File: config.mk
export PLATFORM = sky130hd
export DESIGN_NAME = argb_unpremultiply_rect_read
export DESIGN_NICKNAME = d
export VERILOG_FILES = /design/src/rtl/aurr_pkg.sv /design/src/rtl/aurr_front.sv /design/src/rtl/aurr_div_stage.sv /design/src/rtl/argb_unpremultiply_rect_read.sv
export SDC_FILE = /design/constraint.sdc
export NUM_CORES = 1
export LEC_CHECK = 0
export ABC_AREA = 1
export ABC_CLOCK_PERIOD_IN_PS = 7100
export BUFFER_PORTS_ARGS = -buffer_cell sky130_fd_sc_hd__buf_2
export CAP_MARGIN = 20
export CORE_UTILIZATION = 58
export CTS_CLUSTER_SIZE = 25
export DETAILED_ROUTE_END_ITERATION = 8
export MAX_ROUTING_LAYER = met4
export PLACE_DENSITY = 0.76
export SLEW_MARGIN = 20
export SYNTH_ARGS = -nofsm -noshare
export SYNTH_HDL_FRONTEND = slang
export SYNTH_SLANG_ARGS = --single-unit
File: constraint.sdc
create_clock -name clk_i -period 7.1 [get_ports clk_i]
set_input_delay 1.065 -clock clk_i [delete_from_list [all_inputs] [get_ports clk_i]]
set_output_delay 1.065 -clock clk_i [all_outputs]
set_load 0.005 [all_outputs]
File: src/rtl/aurr_pkg.sv
// ----------------------------------------------------------------------------
// aurr_pkg
// Shared types and constants for the ARGB unpremultiply rectangle read block.
// ----------------------------------------------------------------------------
package aurr_pkg;

  // largest canvas dimension honored, larger register values are clamped
  localparam int unsigned MaxDim = 8192;

  // signed width for clip arithmetic: rect edge plus rect size, with margin
  localparam int unsigned CalcW = 17;

  // coordinate and channel widths
  localparam int unsigned CoordW = 13;
  localparam int unsigned ChanW  = 8;
  localparam int unsigned NumLanes = 3;

  // divider layout: quotient bits, produced a few per stage
  localparam int unsigned DivBits      = ChanW;
  localparam int unsigned BitsPerStage = 2;
  localparam int unsigned NumDivStages = DivBits / BitsPerStage;

  // configuration port
  localparam int unsigned CfgIdxW  = 3;
  localparam int unsigned CfgDataW = 15;

  localparam logic [CfgIdxW-1:0] CfgRectX    = 3'd0;
  localparam logic [CfgIdxW-1:0] CfgRectY    = 3'd1;
  localparam logic [CfgIdxW-1:0] CfgRectW    = 3'd2;
  localparam logic [CfgIdxW-1:0] CfgRectH    = 3'd3;
  localparam logic [CfgIdxW-1:0] CfgCanvasW  = 3'd4;
  localparam logic [CfgIdxW-1:0] CfgCanvasH  = 3'd5;

  localparam logic [ChanW-1:0] ChanMax = 8'd255;

  typedef struct packed {
    logic signed [13:0] rect_x;
    logic signed [13:0] rect_y;
    logic signed [14:0] rect_width;
    logic signed [14:0] rect_height;
    logic        [13:0] canvas_width;
    logic        [13:0] canvas_height;
  } aurr_cfg_t;

  typedef struct packed {
    logic [31:0]       pixel_word;
    logic [CoordW-1:0] src_col;
    logic [CoordW-1:0] src_row;
  } aurr_req_t;

  typedef struct packed {
    logic [ChanW-1:0]  red;
    logic [ChanW-1:0]  green;
    logic [ChanW-1:0]  blue;
    logic [ChanW-1:0]  alpha;
    logic [CoordW-1:0] out_col;
    logic [CoordW-1:0] out_row;
    logic              last;
  } aurr_result_t;

  // one color channel in flight through the divider
  typedef struct packed {
    logic             fix;  // quo already final (pass through or saturated)
    logic [ChanW-1:0] rem;  // partial remainder, below alpha while fix is clear
    logic [ChanW-1:0] num;  // dividend bits not yet consumed
    logic [ChanW-1:0] quo;  // quotient bits so far
  } aurr_lane_t;

  typedef struct packed {
    logic                              valid;
    logic                              last;
    logic [CoordW-1:0]                 out_col;
    logic [CoordW-1:0]                 out_row;
    logic [ChanW-1:0]                  alpha;
    aurr_lane_t [NumLanes-1:0]         lane;
  } aurr_stage_t;

endpackage

File: src/rtl/aurr_front.sv
// ----------------------------------------------------------------------------
// aurr_front
// Clips the rectangle, tests the pixel and sets up the per-channel division.
// ----------------------------------------------------------------------------
module aurr_front import aurr_pkg::*; (
  input  logic        clk_i,
  input  logic        rst_ni,
  input  aurr_cfg_t   cfg_i,
  input  logic        req_valid_i,
  input  aurr_req_t   req_i,
  output aurr_stage_t stage_o
);

  logic signed [CalcW-1:0] cw, ch;
  logic signed [CalcW-1:0] x_beg, y_beg, x_req_end, y_req_end, x_end, y_end;
  logic signed [CalcW-1:0] col_s, row_s;
  logic                    keep;
  logic [ChanW-1:0]        a;
  logic [2*ChanW-1:0]      prod;
  logic [ChanW-1:0]        c;
  aurr_stage_t             stage_d, stage_q;
  logic                    valid_q;

  always_comb begin
    cw = (CalcW'(cfg_i.canvas_width) > CalcW'(MaxDim)) ? CalcW'(MaxDim)
                                                       : CalcW'(cfg_i.canvas_width);
    ch = (CalcW'(cfg_i.canvas_height) > CalcW'(MaxDim)) ? CalcW'(MaxDim)
                                                        : CalcW'(cfg_i.canvas_height);

    // negative edge moves to zero, the far edge stays where it was
    x_beg = cfg_i.rect_x[13] ? '0 : CalcW'(cfg_i.rect_x);
    y_beg = cfg_i.rect_y[13] ? '0 : CalcW'(cfg_i.rect_y);
    x_req_end = CalcW'(cfg_i.rect_x) + CalcW'(cfg_i.rect_width);
    y_req_end = CalcW'(cfg_i.rect_y) + CalcW'(cfg_i.rect_height);
    x_end = (x_req_end > cw) ? cw : x_req_end;
    y_end = (y_req_end > ch) ? ch : y_req_end;

    col_s = CalcW'(req_i.src_col);
    row_s = CalcW'(req_i.src_row);

    // an empty area fails these tests by itself
    keep = (col_s >= x_beg) && (col_s < x_end) && (row_s >= y_beg) && (row_s < y_end);

    a = req_i.pixel_word[31:24];

    stage_d.valid   = req_valid_i && keep;
    stage_d.last    = (col_s == x_end - CalcW'(1)) && (row_s == y_end - CalcW'(1));
    stage_d.out_col = req_i.src_col - x_beg[CoordW-1:0];
    stage_d.out_row = req_i.src_row - y_beg[CoordW-1:0];
    stage_d.alpha   = a;

    for (int i = 0; i < NumLanes; i++) begin
      c    = req_i.pixel_word[23-8*i -: 8];
      // c*255 as a shift and subtract
      prod = {c, 8'd0} - {8'd0, c};
      stage_d.lane[i].rem = prod[2*ChanW-1:ChanW];
      stage_d.lane[i].num = prod[ChanW-1:0];
      if (a == '0 || a == ChanMax) begin
        stage_d.lane[i].fix = 1'b1;
        stage_d.lane[i].quo = c;
      end else if (c >= a) begin
        stage_d.lane[i].fix = 1'b1;
        stage_d.lane[i].quo = ChanMax;
      end else begin
        stage_d.lane[i].fix = 1'b0;
        stage_d.lane[i].quo = '0;
      end
    end
  end

  always_ff @(posedge clk_i or negedge rst_ni) begin
    if (!rst_ni) begin
      valid_q <= 1'b0;
    end else begin
      valid_q <= stage_d.valid;
    end
  end

  always_ff @(posedge clk_i) begin
    stage_q <= stage_d;
  end

  always_comb begin
    stage_o       = stage_q;
    stage_o.valid = valid_q;
  end

endmodule

File: src/rtl/aurr_div_stage.sv
// ----------------------------------------------------------------------------
// aurr_div_stage
// One pipeline stage of the restoring divider, a few quotient bits per lane.
// ----------------------------------------------------------------------------
module aurr_div_stage import aurr_pkg::*; (
  input  logic        clk_i,
  input  logic        rst_ni,
  input  aurr_stage_t stage_i,
  output aurr_stage_t stage_o
);

  aurr_stage_t      stage_d, stage_q;
  logic             valid_q;
  logic [ChanW:0]   trial;
  logic             qbit;

  always_comb begin
    stage_d = stage_i;
    for (int i = 0; i < NumLanes; i++) begin
      for (int s = 0; s < BitsPerStage; s++) begin
        trial = {stage_d.lane[i].rem, stage_d.lane[i].num[ChanW-1]};
        qbit  = (trial >= {1'b0, stage_i.alpha});
        if (!stage_d.lane[i].fix) begin
          stage_d.lane[i].rem = qbit ? ChanW'(trial - {1'b0, stage_i.alpha})
                                     : trial[ChanW-1:0];
          stage_d.lane[i].num = {stage_d.lane[i].num[ChanW-2:0], 1'b0};
          stage_d.lane[i].quo = {stage_d.lane[i].quo[ChanW-2:0], qbit};
        end
      end
    end
  end

  always_ff @(posedge clk_i or negedge rst_ni) begin
    if (!rst_ni) begin
      valid_q <= 1'b0;
    end else begin
      valid_q <= stage_i.valid;
    end
  end

  always_ff @(posedge clk_i) begin
    stage_q <= stage_d;
  end

  always_comb begin
    stage_o       = stage_q;
    stage_o.valid = valid_q;
  end

endmodule

File: src/rtl/argb_unpremultiply_rect_read.sv
// ----------------------------------------------------------------------------
// argb_unpremultiply_rect_read
// Clipped rectangle read of premultiplied ARGB pixels, converted to straight
// RGBA with exact per-channel division.
// ----------------------------------------------------------------------------
// path: a taken request passes the front register, then the divider registers in order
// throughput: one request per clock, busy never rises; the pipeline is the
//   clip front stage plus four divider stages of two quotient bits each
// dropped pixels simply leave no result strobe
// reset clears the configuration registers and all stage valid bits
// the receiver takes every result in its one strobe cycle
module argb_unpremultiply_rect_read import aurr_pkg::*; (
  input  logic                clk_i,
  input  logic                rst_ni,
  // pixel requests
  input  logic                start,
  output logic                busy,
  input  aurr_req_t           req_i,
  // results
  output logic                result_valid_o,
  output aurr_result_t        result_o,
  // configuration writes
  input  logic                cfg_valid_i,
  output logic                cfg_ready_o,
  input  logic [CfgIdxW-1:0]  cfg_index_i,
  input  logic [CfgDataW-1:0] cfg_data_i
);

  aurr_cfg_t   cfg_q;
  aurr_stage_t stage [NumDivStages+1];
  logic        req_take;

  // never stalls, so every request is taken
  assign busy        = 1'b0;
  assign cfg_ready_o = 1'b1;
  assign req_take    = start && !busy;

  // configuration registers, unknown indexes are ignored
  always_ff @(posedge clk_i or negedge rst_ni) begin
    if (!rst_ni) begin
      cfg_q <= '0;
    end else if (cfg_valid_i && cfg_ready_o) begin
      unique case (cfg_index_i)
        CfgRectX:   cfg_q.rect_x        <= cfg_data_i[13:0];
        CfgRectY:   cfg_q.rect_y        <= cfg_data_i[13:0];
        CfgRectW:   cfg_q.rect_width    <= cfg_data_i[14:0];
        CfgRectH:   cfg_q.rect_height   <= cfg_data_i[14:0];
        CfgCanvasW: cfg_q.canvas_width  <= cfg_data_i[13:0];
        CfgCanvasH: cfg_q.canvas_height <= cfg_data_i[13:0];
        default: begin
        end
      endcase
    end
  end

  // front: clip test, channel split, dividend setup
  aurr_front u_front (
    .clk_i       (clk_i),
    .rst_ni      (rst_ni),
    .cfg_i       (cfg_q),
    .req_valid_i (req_take),
    .req_i       (req_i),
    .stage_o     (stage[0])
  );

  // divider chain, each stage adds two quotient bits to every channel
  for (genvar k = 0; k < NumDivStages; k++) begin : g_div
    aurr_div_stage u_div (
      .clk_i   (clk_i),
      .rst_ni  (rst_ni),
      .stage_i (stage[k]),
      .stage_o (stage[k+1])
    );
  end

  // the last divider register drives the result port directly
  assign result_valid_o   = stage[NumDivStages].valid;
  assign result_o.red     = stage[NumDivStages].lane[0].quo;
  assign result_o.green   = stage[NumDivStages].lane[1].quo;
  assign result_o.blue    = stage[NumDivStages].lane[2].quo;
  assign result_o.alpha   = stage[NumDivStages].alpha;
  assign result_o.out_col = stage[NumDivStages].out_col;
  assign result_o.out_row = stage[NumDivStages].out_row;
  assign result_o.last    = stage[NumDivStages].last;

endmodule
== After elaboration in Yosys (flattened, before gate mapping) ==
Cells that the tools add are included.
W data, S select, Z words.
Cells by class
  add/sub/neg operators: 30
  reductions and logical operators: 14
  multiply operators: 0
  bitwise gates (word level): 0
  divide/modulo/power cells: 0
  multiplexer cells: 60
  equal/unequal tests: 8
  $lt $le $gt $ge: 35
  shifts and indexed selects: 0
Operator list (number)
  $mux W24: 21
  $mux W8: 30
  $ge A9 B8 Y1: 24
  $sub A8 B8 Y8: 21
  $sub A16 B8 Y16: 3
  $eq A14 B17 Y1: 2
  $ge A14 B17 Y1: 2
  $gt A17 B17 Y1: 2
  $lt A14 B17 Y1: 2
  $mux W17: 2
  $sub A17 B2 Y17 const B: 2
  $add A14 B15 Y16: 2
  $gt A14 B14 Y1 const B: 2
  $mux W14: 2
  $mux W13: 2
  $sub A13 B13 Y13: 2
  $ge A8 B8 Y1: 3
  $reduce_and A2 Y1: 6
  $eq A8 B8 Y1 const B: 1
  $logic_not A8 Y1: 1
  $eq A3 B2 Y1 const B: 2
  $eq A3 B3 Y1 const B: 2
  $logic_and A1 B1 Y1: 5
  $eq A3 B1 Y1 const B: 1
  3 further kinds: 5
Storage, ports and cells
  word-level logic and storage cells: 238
  ROM bits: 0
  output and inout bits: 62
  bits of input ports: 80
  memory bits (writable): 0
  bits in latches: 0
  memories kept: 0
  register bits after elaboration: 590

== Logic depth before layout (Yosys ltp) ==
Gate-level depths: netlist (run 1).
  depth after elaboration: 9
  gate-level depth with buffers: 36
  gate-level depth less buffers: 36

== By module ==
From an unflattened synthesis (run 1), not the netlist that was laid out.
Second synthesis, totals
  cells, all modules: 5236
  area total of the unflattened synthesis: 37977.7 µm²
Modules (own cells, without submodules)
  aurr_div_stage (g_div[1].u_div ...): sequential area each 2227.1 µm², area each 6289.8 µm², cells each 874, times used 2
  aurr_front: sequential area each 2227.1 µm², area each 9460.3 µm², cells each 1336, times used 1
  aurr_div_stage (g_div[2].u_div): sequential area each 2227.1 µm², area each 6314.8 µm², cells each 886, times used 1
  aurr_div_stage (g_div[0].u_div): sequential area each 2227.1 µm², area each 6192.2 µm², cells each 877, times used 1
  argb_unpremultiply_rect_read: sequential area each 2152.1 µm², area each 3430.8 µm², cells each 389, times used 1

== Least setup slack after synthesis (run 1) ==
No wires, ideal clock.
  path kind: register to register
  from: register cfg_q[58] in the netlist's numbering
  to: register u_front.valid_q
  arrival time: 4.835 ns
  library setup time: 0.082 ns
  buffers on the path: 1
  path slack: 2.183 ns
  period minus slack after synthesis: 4.917 ns
  required time: 7.018 ns
  cell stages (with the launch flop): 36
  cell sequence: dfrtp_1 ha_1 inv_1 fa_1 nand3b_1 nand2_1 a21oi_1 o21ai_0 a21boi_0 o21ai_0 nand2_1 nand2_1 inv_1 ha_1 nand2_1 nor2_1 nor2_1 nand3_1 a21oi_1 o21ai_2 nand2_4 buf_6 nand2_1 nand2_1 ha_1 a21oi_1 o21bai_1 a21oi_1 o21bai_1 a31oi_1 o21ai_0 a21oi_1 nor2_1 o311ai_0 nand4_1 a31oi_1
RTL lines
  start: declaration: line argb_unpremultiply_rect_read.sv:29  | aurr_cfg_t cfg_q;
  end signal: assignment: line aurr_front.sv:75  | valid_q <= stage_d.valid;
  end: declaration: line aurr_front.sv:22  | logic valid_q;

==> results of run 1 <==
state kept, by name (all words and copies together), names as in the netlist:
| signal | count |
|---|---|
| g_div.u_div.stage_o | 353 |
| cfg_q | 86 |
| u_front.valid_q | 1 |
| g_div.u_div.valid_q | 4 |
| u_front.stage_o | 110 |
layer usage:
layer / global-route usage / share of wire / wire (µm) / vias to the layer above
li1: - / - / - / 13720
met1: 0.4425 / 0.50 / 39080 / 12100
met2: 0.3942 / 0.40 / 30960 / 890
met3: 0.03794 / 0.076 / 5848 / 101
met4: 0.06879 / 0.020 / 1565 / 0
met5: - / 0 / 0 / -
cells in the mapped netlist, types with 8 or more instances:
library cell,instances
nand2_1,978
dfxtp_1,463
inv_1,456
a21oi_1,358
ha_1,328
nor2_1,307
o21ai_0,257
nand3_1,120
xor2_1,98
dfrtp_1,91
clkbuf_1,71
nand4_1,66
a31oi_1,45
or2_2,45
xnor2_1,38
nor3_1,33
o21bai_1,26
fa_1,25
nand2_2,24
o21a_1,21
nand3b_1,20
a21boi_0,15
o211ai_1,15
a211oi_1,11
a31o_2,11
nand3_2,10
inv_2,9
nand2_4,9
nor4_1,9
o31ai_1,9
nor2_2,8
o21ai_1,8
power breakdown:
part / switching, mW / internal [mW]
clock: 1.21 / 1.68
sequential: 0.531 / 4.03
combinational: 4.62 / 2.81
total: 6.35 / 8.52
per-stage QoR:
stage	util	worst slack [ns]	instances	hold slack, ns
2_1_floorplan	-	2.183	4074	0.3096
3_3_place_gp	0.6146	1.444	4825	0.3097
3_5_place_dp	0.6146	1.354	4825	0.3121
4_1_cts	0.6487	1.344	4924	0.2788
5_1_grt	0.6495	0.6825	4928	0.2859
6_report	0.6495	1.279	4928	0.2928
cells by family after synthesis:
| kind of cell | count (synthesis) | share of synthesized area |
|---|---|---|
| buf+inv | 555 | 0.06844 |
| xor+xnor | 136 | 0.03812 |
| fa+ha+maj | 353 | 0.1474 |
| flops | 554 | 0.3695 |
| other cells | 2 | 0.0002404 |
| compound gates | 821 | 0.1481 |
| simple gates | 1653 | 0.2282 |
final cells by class:
| class | instances | area (µm²) | share of cell area |
|---|---|---|---|
| Clock buffer | 78 | 1511 | 0.04402 |
| Multi-Input combinational cell | 2965 | 17560 | 0.5114 |
| Clock inverter | 21 | 292.8 | 0.008526 |
| Inverter | 472 | 1772 | 0.05160 |
| Antenna cell | 2 | 5.005 | 0.0001458 |
| Sequential cell | 554 | 11550 | 0.3362 |
| Timing Repair Buffer | 148 | 789.5 | 0.02299 |
| Tap cell | 688 | 860.8 | 0.02507 |
final timing paths:
kind	endpoint	cells past startpoint	slack [ns]
max	g_div[1].u_div.stage_o[41]$_DFF_P_	33	1.28
min	cfg_q[45]$_DFFE_PN0P_	1	0.29
max reg2reg	g_div[1].u_div.stage_o[41]$_DFF_P_	33	1.28
min reg2reg	g_div[2].u_div.stage_o[84]$_DFF_P_	0	0.32
max in group asynchronous	cfg_q[40]$_DFFE_PN0P_	3	5.90
min in group clk_i	g_div[2].u_div.stage_o[84]$_DFF_P_	0	0.32
==> results.env, run 1 <==
RUN_STATUS='finished, violations left'
VIOLATIONS='DRC'
DIE_W_UM=234.1
MOST-COMMON-LAYOUT-CELLS='978 x nand2_1, 463 x dfxtp_1, 456 x inv_1'
CRITPATHLAUNCH='g_div[0].u_div.stage_o[76]$_DFF_P_'
SYNTH-SEQ-CELLS=554
PERIOD_NEEDED_NS=5.821
GRT_MAX_DEGREE=82
LAYOUT-DRIVE-GT1-SHARE=0.08801
SYNTH_EDF_COUNT=0
CORE_UM2=52870
AVGVIACOUNTPERCELL=5.439
WL_PER_CELL_UM=15.72
TIMING_HOLD_VIOLATIONS_FINAL=0
PORT_BUFFERS=139
CTS-RESIZED-GATES=0
DETAIL-ROUTE-ANTENNA-NETS=0
MAX_CAP_VIOL_COUNT=0
STATIC-LEAKAGE-POWER_nW=17.21
PLACEMENT_ROWS=84
SYNTH.CELL_AREA_UM2=31240
DIE_AREA_UM2=54800
LEADING_CELL_TYPE_IN_THE_LAYOUT_FILL_AND_TAPS_EXCLUDED='nand2_1'
GRT_USAGE=0.2885
CTS-ROOT-TO-SINK-BUFFERS=3
SYNTH.AREA.TOP_CELLS='dfxtp_1 30%, ha_1 13%, nand2_1 12%, dfrtp_1 7.3%, a21oi_1 5.7%'
CRITPATHLAUNCHTYPE='register'
PEAKVDDDROP_uV=191.0
GLOBALROUTEOVERFLOWTOTAL=0
GRT_SETUP_UNREPAIRED='false'
NUM-NETS-FINAL=4627
CLOCK-SKEW-FINAL_NS=0.02349
YS.FLOP_TYPE='dfxtp_1'
DIE_H_UM=234.1
SYN_INST=4074
GLOBAL_ROUTE_WIRE_LENGTH_BEFORE_REPAIR_UM=122700
SYNTHDOMINANTAREACELLTYPE='dfxtp_1'
FLOORPLAN.IO_PINS=142
N_FILL_CELL=4624
CRITICAL_PATH_ARRIVAL_NS=6.28
CELL_OCCURRING_MOST_OFTEN_ALONG_THE_WORST_TIMING_PATH='nor2_1'
CELLPOWERDENSITY_nW_PER_UM2=433.0
TIMING.FINAL.CRIT_SHARE=0.8199
TOTAL_POWER_mW=14.87
CRITICAL_PATH_BUFFERS_AND_INVERTERS=8
FINAL-MAX-SLEW-VIOLATION-COUNT=0
CLOCK.FMAX_MHz=171.8
PLACE_AREA_UM2=32490
SYNTH.AVG_CELL_AREA_UM2=7.669
TIGHTESTPINTRANSITION_NS=0.9865
TOTALNEGATIVESETUPSLACK_NS=0
SETUP.WORST_PATH.END_CLASS='register'
DESIGN_AREA_UM2=34340
REMAINING_DRCS=8
RR_STARTPOINT='g_div[0].u_div.stage_o[76]$_DFF_P_'
FIRST_GLOBAL_VIAS=23450
POST-DP-HPWL_UM=60360
ROUTABILITYCONGESTION=1.005
AREA_DELTA_SYNTH_FINAL_PCT=9.899
SLEW-LIMIT-HEADROOM=0.3405
START_UTIL=0.5910
WORSTSETUPPATHTYPE='reg -> reg'
CTS_MAX_LEVEL=2
DETAIL_ROUTE.FIRST_PASS.ITERATIONS=8
CTSROOTBUFFERMASTER='clkbuf_16'
YOSYSTOPAREACELLSHARE=0.2967
TIMING.CRITICAL_PATH.SLOWEST_STAGE_CELL='dfxtp_1'
TIMING.CRITICAL_PATH.REQUIRED_NS=7.56
SYNTH.YOSYS.WARNINGS=0
NETLIST-CELL-TYPE-COUNT=69
POST_CTS.REPAIR.SETUP_BUFFERS=0
SYNTH-ASYNC-RESET-RATIO=0.1643
MIN_PATH_TYPE='in -> async'
DRT_ITER0_MARKERS=2055
CTS_HOLD_REPAIR.BUFFERS=0
DRT-TOTAL-WL_UM=77450
CPLARGESTDELAYFAMILY='simple AND/OR/NAND/NOR gates'
SEQUENTIAL_AREA_SHARE_AFTER_SYNTHESIS=0.3695
ANTENNA_FOUND_INITIAL=2
DR_TOTAL_VIAS=26800
CLOCK-SINKS=554
WORST_PATH_LARGEST_CELL_DELAY_NS=0.60
FINALSETUPVIOLATIONS=0
WORST_SKEW_PAIR.LATE_LATENCY_NS=0.61
CRITICAL_PATH.MAX_FANOUT=10
NUMBER_OF_BUFFERS_CREATED_BY_CTS=53
CTS_TREE='built'
CLK_PIN_SLEW_NS=0.06
SYNTHESIS.NETS=4507
(Power assumes the default switching activity.)
==> run 2: changes to the inputs <==
--- a/config.mk
+++ b/config.mk
@@ -6,7 +6,7 @@
 export NUM_CORES = 1
 export LEC_CHECK = 0
 export ABC_AREA = 1
-export ABC_CLOCK_PERIOD_IN_PS = 7100
+export ABC_CLOCK_PERIOD_IN_PS = 5500
 export BUFFER_PORTS_ARGS = -buffer_cell sky130_fd_sc_hd__buf_2
 export CAP_MARGIN = 20
 export CORE_UTILIZATION = 58
==> constraint.sdc (replaced) <==
create_clock -name clk_i -period 5.5 [get_ports clk_i]
set_input_delay 0.825 -clock clk_i [delete_from_list [all_inputs] [get_ports clk_i]]
set_output_delay 0.825 -clock clk_i [all_outputs]
set_load 0.005 [all_outputs]
==> run 2 against run 1 <==
Net effect: highest routed layer unchanged; first-iteration DRC count down 3.3%; critical path type unchanged; register-to-register slack worse by 0.89 ns; routed wire length rose by 0.88%; clock power is 28% higher; design area rose by 0.68%; the run still ends with DRC left; count of clock-buffer cells in the layout down 1; worst setup slack lost 0.89 ns.
==> results.env, run 2 (synthesis results as in run 1) <==
RUN_STATUS='finished, violations left'
VIOLATIONS='DRC'
DESIGN_AREA_UM2=34570
AREA.SEQUENTIAL_UM2=11550
GRT_MAX_DEGREE=57
CELL_OCCURRING_MOST_OFTEN_ALONG_THE_WORST_TIMING_PATH='a21oi_1'
SWITCHING_SHARE=0.4288
CELLPOWERDENSITY_nW_PER_UM2=559.2
TIMING.FINAL.CRIT_SHARE=0.9299
CORE_UM2=52870
POWER_FRAC_SEQ=0.303
GLOBALROUTEOVERFLOWTOTAL=0
STATIC-LEAKAGE-POWER_nW=17.36
LEADING_CELL_TYPE_IN_THE_LAYOUT_FILL_AND_TAPS_EXCLUDED='nand2_1'
POST-DP-HPWL_UM=60860
MULTI_INPUT_COMB_AREA_UM2=17600
CLOCK.FMAX_MHz=195.5
GRT_SETUP_UNREPAIRED='true'
LARGEST_REGISTER_FF_COUNT=353
PORT_BUFFERS=139
ANTENNA_FOUND_INITIAL=1
FLOORPLAN.IO_PINS=142
N_FILL_CELL=4639
MOST-COMMON-LAYOUT-CELLS='978 x nand2_1, 463 x dfxtp_1, 455 x inv_1'
TIGHTESTPINTRANSITION_NS=1.047
POWER.COMBINATIONAL.FRACTION=0.505
START_UTIL=0.5910
LAYOUT-DRIVE-GT1-SHARE=0.09707
WORST_HOLD_CHECK_SLACK_NS=0.1595
PEAKVDDDROP_uV=279.6
FINALSETUPVIOLATIONS=0
CTS_MAX_LEVEL=2
CTS-ROOT-TO-SINK-BUFFERS=3
DRT-TOTAL-WL_UM=78130
TIMING_HOLD_VIOLATIONS_FINAL=0
DETAIL_ROUTE.FIRST_PASS.ITERATIONS=8
DPL.CELL_COUNT=4855
WORSTSETUPPATHTYPE='reg -> reg'
PWR-SHARE-CLK=0.192
CTSROOTBUFFERMASTER='clkbuf_16'
MIN_PATH_TYPE='in -> async'
FINAL-MAX-SLEW-VIOLATION-COUNT=0
DPL_WORST_SLACK_NS=0.1530
TIMING.FINAL.WS_SETUP_NS=0.3853
REMAINING_DRCS=8
WORST_SKEW_PAIR.LATE_LATENCY_NS=0.63
TOTALNEGATIVESETUPSLACK_NS=0
CELL_INTERNAL_POWER_mW=11.04
CTS_TREE='built'
CLOCK-SINKS=554
DIE_AREA_UM2=54800
DIE_W_UM=234.1
GLOBAL_ROUTE_WIRE_LENGTH_BEFORE_REPAIR_UM=122600
SETUP.WORST_PATH.END_CLASS='register'
PLACE_AREA_UM2=32720
P_SW_mW=8.289
CLK_PIN_SLEW_NS=0.07
CRITICAL_PATH_ARRIVAL_NS=5.65
TIMING.CRITICAL_PATH.SLOWEST_STAGE_CELL='dfxtp_1'
DR_TOTAL_VIAS=26820
DRT_ITER0_MARKERS=1987
ROUTABILITYCONGESTION=0.9733
NUM-NETS-FINAL=4657
RR_STARTPOINT='g_div[0].u_div.stage_o[77]$_DFF_P_'
DETAIL-ROUTE-ANTENNA-NETS=0
DIE_H_UM=234.1
TIMING.CRITICAL_PATH.REQUIRED_NS=6.03
AVGVIACOUNTPERCELL=5.414
SLEW-LIMIT-HEADROOM=0.3002
WL_PER_CELL_UM=15.77
AREA_DELTA_SYNTH_FINAL_PCT=10.65
NUMBER_OF_BUFFERS_CREATED_BY_CTS=55
WORST_PATH_LARGEST_CELL_DELAY_NS=0.44
CLOCK-SKEW-FINAL_NS=0.01668
CRITICAL_PATH.MAX_FANOUT=9
PERIOD_NEEDED_NS=5.115
MAX_CAP_VIOL_COUNT=0
CRITPATHLAUNCH='g_div[0].u_div.stage_o[77]$_DFF_P_'
FIRST_GLOBAL_VIAS=23570
GRT_USAGE=0.2907
FINALNONFILLERCELLS=4954
CRITPATHLAUNCHTYPE='register'
PLACEMENT_ROWS=84
run 2: cell count changes in the layout (fill, tap and decap cells not counted), sizes merged:
cell / before / now
buf: 148 / 176
bufinv: 5 / 2
clkbuf: 78 / 77
clkinv: 11 / 18
clkinvlp: 3 / 2
diode: 2 / 1
inv: 474 / 471
run 2: layout make-up:
class                   instances  share of cell area
multi-input cells            2965              0.5090
repair buffers                176             0.02823
inverters                     472             0.05125
flip-flops and latches        554              0.3340
well taps                     688             0.02490
clock buffers                  77             0.04596
clock inverters                21            0.006587
diodes                          1          0.00007238
run 2: worst max-delay path, delay by kind of cell, from the launching register on:
family | cells | cell delay (ns)
DFF | 1 | 0.44
AOI/OAI and AO/OA | 15 | 2.36
adders and majority gates | 2 | 0.73
buffers and inverters | 5 | 0.85
and+or+nand+nor | 7 | 0.63
run 2: through the flow:
stage	util	power, mW
2_1_floorplan	-	13.22
3_3_place_gp	0.6188	15.23
3_5_place_dp	0.6188	15.40
4_1_cts	0.6532	19.18
5_1_grt	0.6540	20.94
6_report	0.6540	19.33
run 2: per-layer routing:
| layer | up-vias | part of all wire | track usage |
|---|---|---|---|
| met1 | 12110 | 0.51 | 0.4419 |
| met5 | - | 0 | - |
| met3 | 120 | 0.068 | 0.03684 |
| met4 | 0 | 0.026 | 0.08705 |
| li1 | 13760 | - | - |
| met2 | 832 | 0.40 | 0.3950 |
run 2: final timing paths:
kind	end	slack [ns]	depth (start not counted)
setup / recovery	g_div[1].u_div.stage_o[68]$_DFF_P_	0.39	29
min in group clk_i	g_div[2].u_div.stage_o[108]$_DFF_P_	0.32	0
hold reg to reg	g_div[2].u_div.stage_o[108]$_DFF_P_	0.32	0
hold / removal	g_div[0].u_div.valid_q$_DFF_PN0_	0.16	1
max in group asynchronous	cfg_q[70]$_DFFE_PN0P_	4.21	2
setup reg to reg	g_div[1].u_div.stage_o[68]$_DFF_P_	0.39	29
run 2: power by group through the flow:
stage	clock, mW	sequential, mW	combinational (mW)
after floorplan	0	5.70	7.52
after global routing	3.93	5.98	11.0
after CTS	3.77	5.84	9.57
after detailed placement	0	5.91	9.49
final	3.71	5.86	9.76
after global placement	0	5.89	9.34
run 2: repair_timing:
action	CTS	global route
gates resized for setup	0	15
buffers inserted	0	0
hold buffers	0	0
setup endpoints to repair	0	19
